==> src/rtl/core/led_env_pkg.sv <==
// Package for the LED envelope generator: widths, register indexes, mode codes.
// Depends on nothing.
package led_env_pkg;

  localparam int TimeWidthDef  = 32;
  localparam int LevelWidthDef = 16;
  localparam int CfgIdxWidth   = 3;
  localparam int CfgDataWidth  = 16;

  localparam logic [2:0] CFG_LEVEL_A = 3'd0;
  localparam logic [2:0] CFG_LEVEL_B = 3'd1;
  localparam logic [2:0] CFG_FADE_A  = 3'd2;
  localparam logic [2:0] CFG_FADE_B  = 3'd3;
  localparam logic [2:0] CFG_HOLD_A  = 3'd4;
  localparam logic [2:0] CFG_HOLD_B  = 3'd5;
  localparam logic [2:0] CFG_REPEAT  = 3'd6;
  localparam logic [2:0] CFG_STOP    = 3'd7;

  localparam logic [1:0] MODE_TICK  = 2'd0;
  localparam logic [1:0] MODE_START = 2'd1;
  localparam logic [1:0] MODE_STOP  = 2'd2;
  localparam logic [1:0] MODE_TERM  = 2'd3;

endpackage

==> src/rtl/core/led_env_if.sv <==
// Valid/ready channel interfaces for the envelope generator.
// Depends on nothing.
interface led_env_in_if #(parameter int LW = 16);
  logic          valid;
  logic          ready;
  logic [1:0]    mode;
  logic [LW-1:0] start_level;
  logic          stop_at_start;
  modport source (output valid, mode, start_level, stop_at_start, input ready);
  modport sink   (input valid, mode, start_level, stop_at_start, output ready);
endinterface

interface led_env_out_if #(parameter int LW = 16);
  logic          valid;
  logic          ready;
  logic [LW-1:0] level;
  logic          running;
  modport source (output valid, level, running, input ready);
  modport sink   (input valid, level, running, output ready);
endinterface

==> src/rtl/core/led_envelope_generator.sv <==
// Top level of the LED envelope generator: registers, phase sequencer, output.
// Depends on led_env_pkg, led_env_if and led_env_div.
//
//  channel | dir | payload                           | handshake
//  in_     | in  | mode, start_level, stop_at_start  | valid/ready
//  out_    | out | level, running                    | valid/ready
//  cfg_    | in  | index, data                       | write enable only
//
// One item at a time. Non-tick items and idle ticks go from acceptance to
// S_OUT, which presents their result. A tick walks the phases in S_PH; a fade
// sample that needs the quotient waits in S_FWAIT, almost all of its time in
// the serial multiply/divide unit (16 multiply and 33 divide steps), and a
// tick can hold two such samples. Reset is synchronous, active low.
// The input waits while a result is held on out_ and not yet taken.
module led_envelope_generator #(
  parameter int TIME_WIDTH  = led_env_pkg::TimeWidthDef,
  parameter int LEVEL_WIDTH = led_env_pkg::LevelWidthDef
) (
  input  logic                           clk,
  input  logic                           rst_n,
  led_env_in_if.sink                     in_ch,
  led_env_out_if.source                  out_ch,
  input  logic                           cfg_we,
  input  logic [led_env_pkg::CfgIdxWidth-1:0]  cfg_index,
  input  logic [led_env_pkg::CfgDataWidth-1:0] cfg_data
);
  import led_env_pkg::*;

  localparam int LW = LEVEL_WIDTH;
  localparam int TW = TIME_WIDTH;
  localparam int SW = LW + 1;
  localparam int DW = 16;
  localparam int QW = SW + DW;

  localparam logic [3:0] S_IDLE    = 4'd0;
  localparam logic [3:0] S_PH      = 4'd1;  // evaluate current phase
  localparam logic [3:0] S_FWAIT   = 4'd2;  // wait for divider
  localparam logic [3:0] S_FPOST   = 4'd3;  // finish fade update
  localparam logic [3:0] S_CROSS   = 4'd4;
  localparam logic [3:0] S_OUT     = 4'd5;
  localparam logic [3:0] S_FLAUNCH = 4'd6;  // pick direct endpoint or start divider

  // configuration
  logic signed [LW-1:0] lvl_a_r, lvl_b_r, stop_tgt_r;
  logic [DW-1:0] fade_a_r, fade_b_r, hold_a_r, hold_b_r;
  logic [7:0]    rep_r;

  // state
  logic [3:0]           st_r;
  logic [TW-1:0]        tick_r, pts_r, fst_r;
  logic signed [LW-1:0] from_r, now_r, prev_r, olvl_r, slvl_r;
  logic signed [SW-1:0] span_r;
  logic [DW-1:0]        flen_r;
  logic                 fact_r, stopq_r, act_r, redir_r;
  logic [2:0]           ph_r;
  logic [7:0]           cyc_r;
  logic [TW-1:0]        elapsed;
  logic                 need_div;
  logic                 div_start, div_done;
  logic signed [QW-1:0] div_q;
  logic signed [LW-1:0] fade_val;
  logic signed [LW-1:0] out_lvl_r;
  logic                 out_run_r, out_v_r;

  assign in_ch.ready   = (st_r == S_IDLE) && !out_v_r;
  assign out_ch.valid  = out_v_r;
  assign out_ch.level  = out_lvl_r;
  assign out_ch.running = out_run_r;

  function automatic logic signed [LW-1:0] ext16(input logic [CfgDataWidth-1:0] v);
    return LW'($signed(v));
  endfunction

  assign elapsed = tick_r - fst_r;

  // The quotient is only needed inside the fade; past its end the target is taken.
  assign need_div = (flen_r != '0) && (elapsed <= TW'(flen_r));

  // serial product/quotient of span*elapsed/length; elapsed <= length < 2^16
  assign div_start = (st_r == S_FLAUNCH) && need_div;
  led_env_div #(.AW(SW), .BW(DW)) u_div (
    .clk, .rst_n, .start(div_start),
    .a(span_r), .b(elapsed[DW-1:0]), .d(flen_r),
    .done(div_done), .q(div_q)
  );

  always_ff @(posedge clk) begin
    logic signed [LW-1:0] a, b, s, tgt;
    logic                 rd;
    if (!rst_n) begin
      lvl_a_r <= LW'(16384); lvl_b_r <= '0; stop_tgt_r <= '0;
      fade_a_r <= '0; fade_b_r <= '0; hold_a_r <= '0; hold_b_r <= '0;
      rep_r <= 8'd1;
      st_r <= S_IDLE; tick_r <= '0; pts_r <= '0; fst_r <= '0;
      from_r <= '0; now_r <= '0; prev_r <= '0; olvl_r <= '0; slvl_r <= '0;
      span_r <= '0; flen_r <= '0; fact_r <= 1'b0; stopq_r <= 1'b0;
      act_r <= 1'b0; ph_r <= '0; cyc_r <= '0; redir_r <= 1'b0;
      out_v_r <= 1'b0;
    end else begin
      if (cfg_we) begin
        unique case (cfg_index)
          CFG_LEVEL_A: lvl_a_r    <= ext16(cfg_data);
          CFG_LEVEL_B: lvl_b_r    <= ext16(cfg_data);
          CFG_FADE_A:  fade_a_r   <= cfg_data;
          CFG_FADE_B:  fade_b_r   <= cfg_data;
          CFG_HOLD_A:  hold_a_r   <= cfg_data;
          CFG_HOLD_B:  hold_b_r   <= cfg_data;
          CFG_REPEAT:  rep_r      <= cfg_data[7:0];
          CFG_STOP:    stop_tgt_r <= ext16(cfg_data);
          default: ;
        endcase
      end
      if (out_ch.valid && out_ch.ready) out_v_r <= 1'b0;
      a = lvl_a_r; b = lvl_b_r; s = slvl_r; rd = 1'b0; tgt = '0;
      unique case (st_r)
        S_IDLE: begin
          if (in_ch.valid && in_ch.ready) begin
            unique case (in_ch.mode)
              MODE_TICK: begin
                tick_r  <= tick_r + 1'b1;
                redir_r <= 1'b0;
                st_r    <= act_r ? S_PH : S_OUT;
              end
              MODE_START: begin
                slvl_r  <= in_ch.stop_at_start ? in_ch.start_level : stop_tgt_r;
                olvl_r  <= in_ch.start_level;
                cyc_r   <= '0; ph_r <= '0; stopq_r <= 1'b0; act_r <= 1'b1;
                st_r    <= S_OUT;
              end
              MODE_STOP: begin stopq_r <= 1'b1; st_r <= S_OUT; end
              default:   begin act_r <= 1'b0; st_r <= S_OUT; end
            endcase
          end
        end
        S_PH: begin
          unique case (ph_r)
            3'd0, 3'd3: begin
              if (ph_r == 3'd0) begin
                if (cyc_r == '0) pts_r <= tick_r;
                if (stopq_r && ((s > a && a > b) || (s < a && a < b))) rd = 1'b1;
                tgt = rd ? s : a;
                flen_r <= fade_a_r;
                ph_r <= 3'd1;
              end else begin
                // redir_r carries an A redirect made earlier in this tick
                rd = redir_r;
                if ((rep_r != '0) && (rep_r == cyc_r + 8'd1)) begin
                  stopq_r <= 1'b1;
                  if ((s < b && b < a) || (s > b && b > a)) rd = 1'b1;
                end else if (stopq_r && ((s < b && b < a) || (s > b && b > a))) begin
                  rd = 1'b1;
                end
                tgt = rd ? s : b;
                flen_r <= fade_b_r;
                ph_r <= 3'd4;
              end
              redir_r <= rd;
              now_r  <= olvl_r;
              from_r <= olvl_r;
              span_r <= SW'(tgt) - SW'(olvl_r);
              fst_r  <= tick_r;
              fact_r <= 1'b1;
            end
            3'd1, 3'd4: begin
              if (fact_r) begin
                st_r <= S_FLAUNCH;
              end else begin
                pts_r <= pts_r + TW'(ph_r == 3'd1 ? fade_a_r : fade_b_r);
                ph_r  <= ph_r + 3'd1;
              end
            end
            3'd2: begin
              if ((tick_r - pts_r) < TW'(hold_a_r)) st_r <= S_CROSS;
              else begin ph_r <= 3'd3; pts_r <= pts_r + TW'(hold_a_r); end
            end
            3'd5: begin
              if ((tick_r - pts_r) >= TW'(hold_b_r)) begin
                ph_r <= 3'd0; cyc_r <= cyc_r + 8'd1;
                pts_r <= pts_r + TW'(hold_b_r);
              end
              st_r <= S_CROSS;
            end
            default: st_r <= S_CROSS;
          endcase
        end
        S_FLAUNCH: begin
          if (need_div) begin
            st_r <= S_FWAIT;
          end else begin
            st_r <= S_FPOST; now_r <= from_r + LW'(span_r); prev_r <= now_r;
          end
        end
        S_FWAIT: begin
          if (div_done) begin
            st_r <= S_FPOST; now_r <= fade_val; prev_r <= now_r;
          end
        end
        S_FPOST: begin
          olvl_r <= now_r;
          if (elapsed >= TW'(flen_r)) begin
            fact_r <= 1'b0;
            st_r   <= S_PH;
          end else begin
            st_r <= S_CROSS;
          end
        end
        S_CROSS: begin
          if (stopq_r && fact_r &&
              ((now_r >= s && prev_r <= s) || (now_r <= s && prev_r >= s))) begin
            fact_r <= 1'b0; now_r <= s; act_r <= 1'b0;
          end
          st_r <= S_OUT;
        end
        S_OUT: begin
          out_v_r <= 1'b1;
          st_r    <= S_IDLE;
        end
        default: st_r <= S_IDLE;
      endcase
    end
  end

  assign fade_val = from_r + LW'(div_q);

  always_ff @(posedge clk) begin
    if (st_r == S_OUT) begin
      out_lvl_r <= olvl_r;
      out_run_r <= act_r;
    end
  end

`ifndef ASSERT_OFF
  a_no_accept_busy: assert property (@(posedge clk) disable iff (!rst_n)
    in_ch.ready |-> (st_r == S_IDLE && !out_v_r))
    else $error("input accepted while busy");
  a_out_then_valid: assert property (@(posedge clk) disable iff (!rst_n)
    (st_r == S_OUT) |=> out_v_r)
    else $error("result not presented");
  a_phase_range: assert property (@(posedge clk) disable iff (!rst_n)
    ph_r != 3'd6 && ph_r != 3'd7)
    else $error("unused phase code reached");
`endif
endmodule

==> src/rtl/core/led_env_div.sv <==
// Bit-serial signed multiply and restoring divide: q = (a * b) / d, truncated.
// Depends on led_env_pkg (only for style); fully parameterized.
module led_env_div #(
  parameter int AW = 17,
  parameter int BW = 16
) (
  input  logic                 clk,
  input  logic                 rst_n,
  input  logic                 start,
  input  logic signed [AW-1:0] a,
  input  logic        [BW-1:0] b,
  input  logic        [BW-1:0] d,
  output logic                 done,
  output logic signed [AW+BW-1:0] q
);
  import led_env_pkg::*;

  localparam int PW = AW + BW;
  localparam int CW = $clog2(PW + 1);
  localparam logic [1:0] S_IDLE = 2'd0;
  localparam logic [1:0] S_MUL  = 2'd1;
  localparam logic [1:0] S_DIV  = 2'd2;
  localparam logic [1:0] S_FIN  = 2'd3;

  logic [1:0]    state_r, state_nxt;
  logic [CW-1:0] cnt_r, cnt_nxt;
  logic [PW-1:0] acc_r, acc_nxt;    // product, then quotient bits shift in
  logic [PW-1:0] mcand_r, mcand_nxt;
  logic [BW-1:0] mplier_r, mplier_nxt;
  logic [BW:0]   rem_r, rem_nxt;
  logic [BW-1:0] d_r, d_nxt;
  logic          neg_r, neg_nxt;
  logic [BW:0]   trial;

  assign trial = {rem_r[BW-1:0], acc_r[PW-1]} - {1'b0, d_r};

  always_comb begin
    state_nxt  = state_r;
    cnt_nxt    = cnt_r;
    acc_nxt    = acc_r;
    mcand_nxt  = mcand_r;
    mplier_nxt = mplier_r;
    rem_nxt    = rem_r;
    d_nxt      = d_r;
    neg_nxt    = neg_r;
    unique case (state_r)
      S_IDLE: begin
        if (start) begin
          neg_nxt    = a[AW-1];
          mcand_nxt  = PW'(a[AW-1] ? -a : a);
          mplier_nxt = b;
          d_nxt      = d;
          acc_nxt    = '0;
          cnt_nxt    = CW'(BW);
          state_nxt  = S_MUL;
        end
      end
      S_MUL: begin
        if (mplier_r[0]) acc_nxt = acc_r + mcand_r;
        mcand_nxt  = mcand_r << 1;
        mplier_nxt = mplier_r >> 1;
        cnt_nxt    = cnt_r - 1'b1;
        if (cnt_r == CW'(1)) begin
          rem_nxt   = '0;
          cnt_nxt   = CW'(PW);
          state_nxt = S_DIV;
        end
      end
      S_DIV: begin
        // One quotient bit per cycle from the top of the product.
        if (!trial[BW]) begin
          rem_nxt = trial;
          acc_nxt = {acc_r[PW-2:0], 1'b1};
        end else begin
          rem_nxt = {rem_r[BW-1:0], acc_r[PW-1]};
          acc_nxt = {acc_r[PW-2:0], 1'b0};
        end
        cnt_nxt = cnt_r - 1'b1;
        if (cnt_r == CW'(1)) state_nxt = S_FIN;
      end
      default: state_nxt = S_IDLE;
    endcase
  end

  always_ff @(posedge clk) begin
    if (!rst_n) begin
      state_r <= S_IDLE;
      cnt_r   <= '0;
    end else begin
      state_r <= state_nxt;
      cnt_r   <= cnt_nxt;
    end
    acc_r    <= acc_nxt;
    mcand_r  <= mcand_nxt;
    mplier_r <= mplier_nxt;
    rem_r    <= rem_nxt;
    d_r      <= d_nxt;
    neg_r    <= neg_nxt;
  end

  assign done = (state_r == S_FIN);
  assign q    = neg_r ? -$signed(acc_r) : $signed(acc_r);

`ifndef ASSERT_OFF
  a_cnt_nonzero: assert property (@(posedge clk) disable iff (!rst_n)
    (state_r == S_MUL || state_r == S_DIV) |-> cnt_r != '0)
    else $error("serial counter reached zero inside a pass");
  a_done_once: assert property (@(posedge clk) disable iff (!rst_n)
    done |=> !done)
    else $error("divider done held for more than one cycle");
  a_div_to_fin: assert property (@(posedge clk) disable iff (!rst_n)
    (state_r == S_DIV && cnt_r == CW'(1)) |=> done)
    else $error("divider did not finish after its last bit");
`endif
endmodule

==> src/flat_wrapper.sv <==
// flat-port wrapper written by rule: the top's interface ports become plain ports
module led_envelope_generator_flat import led_env_pkg::*;
#(
  parameter int TIME_WIDTH  = led_env_pkg::TimeWidthDef,
  parameter int LEVEL_WIDTH = led_env_pkg::LevelWidthDef
)
  (clk, rst_n, cfg_we, cfg_index, cfg_data, in_ch_valid, in_ch_mode, in_ch_start_level, in_ch_stop_at_start, in_ch_ready, out_ch_valid, out_ch_level, out_ch_running, out_ch_ready);
  led_env_in_if #(.LW((16))) in_ch_i ();
  led_env_out_if #(.LW((16))) out_ch_i ();
  input  logic clk;
  input  logic rst_n;
  input  logic cfg_we;
  input  logic [led_env_pkg::CfgIdxWidth-1:0] cfg_index;
  input  logic [led_env_pkg::CfgDataWidth-1:0] cfg_data;
  input wire logic [$bits(in_ch_i.valid)-1:0] in_ch_valid;
  input wire logic [$bits(in_ch_i.mode)-1:0] in_ch_mode;
  input wire logic [$bits(in_ch_i.start_level)-1:0] in_ch_start_level;
  input wire logic [$bits(in_ch_i.stop_at_start)-1:0] in_ch_stop_at_start;
  output wire logic [$bits(in_ch_i.ready)-1:0] in_ch_ready;
  output wire logic [$bits(out_ch_i.valid)-1:0] out_ch_valid;
  output wire logic [$bits(out_ch_i.level)-1:0] out_ch_level;
  output wire logic [$bits(out_ch_i.running)-1:0] out_ch_running;
  input wire logic [$bits(out_ch_i.ready)-1:0] out_ch_ready;
  assign in_ch_i.valid = in_ch_valid;
  assign in_ch_i.mode = in_ch_mode;
  assign in_ch_i.start_level = in_ch_start_level;
  assign in_ch_i.stop_at_start = in_ch_stop_at_start;
  assign in_ch_ready = in_ch_i.ready;
  assign out_ch_valid = out_ch_i.valid;
  assign out_ch_level = out_ch_i.level;
  assign out_ch_running = out_ch_i.running;
  assign out_ch_i.ready = out_ch_ready;
  led_envelope_generator #(.TIME_WIDTH(TIME_WIDTH), .LEVEL_WIDTH(LEVEL_WIDTH)) u_core (.clk(clk), .rst_n(rst_n), .in_ch(in_ch_i), .out_ch(out_ch_i), .cfg_we(cfg_we), .cfg_index(cfg_index), .cfg_data(cfg_data));
endmodule
==> config.mk <==
export PLATFORM = sky130hd
export DESIGN_NAME = led_envelope_generator_flat
export DESIGN_NICKNAME = d
export VERILOG_FILES = /design/src/rtl/core/led_env_pkg.sv /design/src/rtl/core/led_env_if.sv /design/src/rtl/core/led_envelope_generator.sv /design/src/rtl/core/led_env_div.sv /design/src/flat_wrapper.sv
export SDC_FILE = /design/constraint.sdc
export NUM_CORES = 2
export LEC_CHECK = 0
export ABC_AREA = 1
export BUFFER_PORTS_ARGS = -buffer_cell sky130_fd_sc_hd__buf_4
export CORE_MARGIN = 3
export CORE_UTILIZATION = 56
export CTS_CLUSTER_SIZE = 10
export DETAILED_ROUTE_END_ITERATION = 10
export PLACE_DENSITY = 0.72
export SLEW_MARGIN = 10
export SYNTH_ARGS = -nofsm -noshare
export SYNTH_HDL_FRONTEND = slang
export SYNTH_SLANG_ARGS = --single-unit
==> constraint.sdc <==
create_clock -name clk -period 13.71 [get_ports clk]
set_clock_uncertainty 0.2 [all_clocks]
set_input_delay 2.0565 -clock clk [delete_from_list [all_inputs] [get_ports clk]]
set_output_delay 2.0565 -clock clk [all_outputs]
set_load 0.02 [all_outputs]
==> qor.log <==
[synth] syn_area_per_cell 6.84 um2
[power] Leak Pwr 0.0172 uW
[timing] Fmax achieved 164 MHz
[power] maximum vdd ir drop 0.280 mV
[routing] count of vias placed by the detailed router 33000
[clock_network] CTS root buf clkbuf_16
[critical_path] Buf/Inv on CP 3
[critical_path] Setup Crit Path Kind flop to flop
[global_route] maximum number of pins on one net before global-route repair 189
[critical_path] reg-to-reg setup timing slack 7.60 ns
[status] result of the run finished, final reports clean
[critical_path] library cell contributing the largest single delay on the critical path nor2_1
[floorplan] Placement Rows 90
[timing] Sum Neg Setup Slack 0 ns
[timing] final count of pins violating max slew 0
[clock_network] CTS H-tree lvls 2
[critical_path] critical path fanouts, max 20
[critical_path] Worst Path Required 14.01 ns
[synth] area share of the largest cell type after synthesis 20.6%
[clock_network] CTS hold repair buffers 0
[worst_hold_path] cell depth of the worst min-delay path 0
[clock_network] cts bufs inserted 58
[clock_network] CTS clk-pin slew, worst paths 0.06 ns
[clock_network] worst-skew pair later-pin latency 0.64 ns
[routing] Routed wire per std cell 17.4 um
[synth] Syn. warnings 0
[timing] slew of the pin with the lowest slew margin 1.05 ns
[clock_network] clock tree from TritonCTS yes
[synth] cell area after synthesis 34600 um2
[critical_path] startpoint of the worst-slack reg-to-reg timing path u_core.ph_r[0]
[floorplan] Ports 62
[floorplan] height of the die 254 um
[synth] syn_nets 5404
[worst_hold_path] worst hold start u_core.olvl_r[8]
[timing] post-route worst hold slack 0.232 ns
[global_route] number of global-route vias before repair 29700
[synth] Seq cells post-synth 488
[floorplan] area of the die 64800 um2
[finish] Synth-to-Final Area Change 7.82%
[floorplan] Initial Util 57.0%
[timing] setup-violating endpoint count in the final report 0
[finish] nets@finish 5385
[global_route] number of antenna violations at the first check in global routing 0
[clock_network] number of buffers added for setup after CTS 0
[place] final RePlAce weighted congestion 0.959
[routing] detailed-router iteration count before antenna repair 6
[worst_hold_path] path class of the lowest-slack min-delay path flop to flop
[timing] final worst path period need 6.11 ns
[routing] starting DRC count in detailed routing 3005
[critical_path] crit-path leading delay family simple AND/OR/NAND/NOR gates
[critical_path] slowest cell delay on critical path 0.82 ns
[routing] drc violations 0
[critical_path] cells along the critical path inv_1, ha_1, nand2_1, clkinv_1, nor2_1, o21ai_0, a21oi_1, a21oi_1, ha_1, fa_1, nand3_1, nand2_1, a21boi_0, nor2_1, nor2_1, o21ai_0, a21oi_1, inv_1, nand2_1, a21oi_1, o21ai_0, o21ai_0, nor2_1, nor2_1
[critical_path] arrival time reported for the critical path endpoint 6.41 ns
[floorplan] horizontal die dimension 254 um
[clock_network] buffers from clock root to sink, at most 3
[timing] unrepaired setup endpoints after global routing no
[critical_path] category of the worst setup path capture point flop
[global_route] combined global-route utilization of all metal layers 30.8%
[place] number of buffers inserted by port buffering 61
[place] half-perimeter wire length after detailed placement 75800 um
[synth] main flop type after synthesis dfxtp_1
[critical_path] logic depth of the worst register-to-register path 24
[synth] number of enable-type register cells in the synthesized netlist 132
[critical_path] most common cell type on the critical path nor2_1
[timing] final worst path period share 44.6%
[critical_path] nature of the critical path startpoint flop
[critical_path] reg2reg end u_core.pts_r[20]
[synth] share of synthesized area occupied by flip-flops and latches 32.1%
[synth] top cells by area in the synthesized netlist dfxtp_1, nand2_1, edfxtp_1
[synth] Yosys top cell by area dfxtp_1
[job] # Max-Cap Violations 0
[timing] final-report hold violation count 0
[global_route] total gr overflow 0
[synth] ys async rst share 0%
[clock_network] clock sink total 488
[floorplan] area of the placeable core 60700 um2
[timing] relative max-transition margin 30.2%
[clock_network] Resized cells post-CTS 0
[synth] Syn Inst Count 5051
[worst_hold_path] Worst Hold Endpoint u_core.out_ch.level[8]
[routing] number of nets with antenna violations after detailed routing 0
[synth] count of cell types in the netlist 59
[power] power per cell area 231 nW/um2
[global_route] wire length of the first global-routing pass 160000 um
[routing] vias per cell 5.65
[routing] overall routed net length 102000 um
[finish] total inserted antenna cells 0
[finish] layout cell share with drive strength beyond 1 4.64%
[kinds of logic (layout without fill, tap and decap cells)]
kind of cell	count (synthesis)	after routing	share of synthesized area, %
AOI/OAI and AO/OA	1215	1215	19.2
xor gates and xnor gates	107	107	2.71
adders and majority gates	310	310	11.4
buffers and inverters	917	933	10.2
DFF	488	488	32.1
muxes	12	12	0.347
and+or+nand+nor	2002	2002	24.1
[worst reg2reg max path: cells and delay by family, from the launching register on]
family / cells / cell delay [ns]
AOI/OAI and AO/OA: 9 / 1.76
adders and majority gates: 3 / 0.84
buffers and inverters: 3 / 0.82
DFF: 1 / 0.42
and+or+nand+nor: 9 / 1.95
[cells in the final DEF, fill, tap and decap left out, types with 5 or more instances in the layout]
cell type,Yosys,routed
buf_4,4,83
mux2i_1,12,12
xor2_1,83,83
dfxtp_1,356,356
nor2_1,495,493
a21oi_1,554,553
or2_2,13,13
o21ai_0,433,432
nor4_1,19,19
o21bai_1,15,15
o221ai_1,21,21
o21a_1,11,11
o31ai_1,7,7
a21o_1,6,6
nand4_1,66,66
o21ai_1,9,8
ha_1,303,302
nor3_1,61,60
clkinv_1,8,10
nand2_2,11,11
nand3b_1,15,15
xnor2_1,24,24
nor2_2,10,10
fa_1,7,7
edfxtp_1,132,132
a211oi_1,79,79
inv_1,726,725
a31oi_1,26,26
clkbuf_1,138,22
clkinv_2,0,5
clkbuf_16,0,58
nand3_1,179,179
o211ai_1,27,27
nand2_1,1109,1109
a21boi_0,10,10
clkbuf_8,0,5
inv_2,19,19
o22ai_1,7,7
[worst max-delay path by stage]
stage | start | endpoint | slack [ns] | cells after the start
3_5_place_dp | u_core.ph_r[0] | u_core.pts_r[20] | 7.79 | 24
5_1_grt | u_core.ph_r[0] | u_core.pts_r[20] | 6.89 | 24
3_3_place_gp | u_core.ph_r[0] | u_core.pts_r[20] | 7.85 | 24
2_1_floorplan | u_core.tick_r[0] | u_core.u_div.mcand_r[0] | 7.45 | 24
6_report | u_core.ph_r[0] | u_core.pts_r[20] | 7.60 | 24
4_1_cts | u_core.ph_r[0] | u_core.pts_r[20] | 7.73 | 24
[per-stage QoR]
step	worst slack, ns	utilization (%)	cells	area [um2]	total power, uW
after floorplan	7.45	-	5051	34600	5800
after global placement	7.85	58.6	5754	35600	7020
after global routing	6.89	61.4	5849	37300	9410
after CTS	7.73	61.4	5849	37300	8570
final	7.60	61.4	5849	37300	8620
after detailed placement	7.79	58.6	5754	35600	7100
[flip-flops by register name, summed over array words and instances (netlist names), 17 cells and up]
name                  count
u_core.span_r            17
u_core.tick_r            32
u_core.u_div.mcand_r     33
u_core.u_div.acc_r       33
u_core.pts_r             32
u_core.fst_r             32
[Yosys cell counts (all sizes together), types with 27 or more instances]
cell,count
a211oi,79
a21oi,555
clkbuf,138
dfxtp,356
edfxtp,132
ha,303
inv,745
nand2,1122
nand3,184
nand4,68
nor2,506
nor3,64
o211ai,27
o21ai,442
xor2,83
[routing by layer]
metal  track usage [%]  vias up  routed length (um)
li1                  -    16700                   -
met2              48.9     1056               44500
met3              3.66      160                7200
met1              44.2    15100               47100
met4              8.94        0                2770
met5                 0        -                   0
[final cells by class]
cell class	count	area [um2]
multi-input combinational	3646	20000
clock inverter	10	116
fill	5733	23400
timing repair buffer	85	654
tap	782	978
inverter	753	2830
clock buffer	85	1600
sequential	488	11100
[power by group]
| group | internal, uW | total, uW | switching [uW] |
|---|---|---|---|
| Combinational | 1740 | 5210 | 3460 |
| Sequential | 1770 | 1970 | 200 |
| Clock | 821 | 1440 | 623 |
| Total | 4330 | 8620 | 4290 |
(Power assumes the default switching activity.)
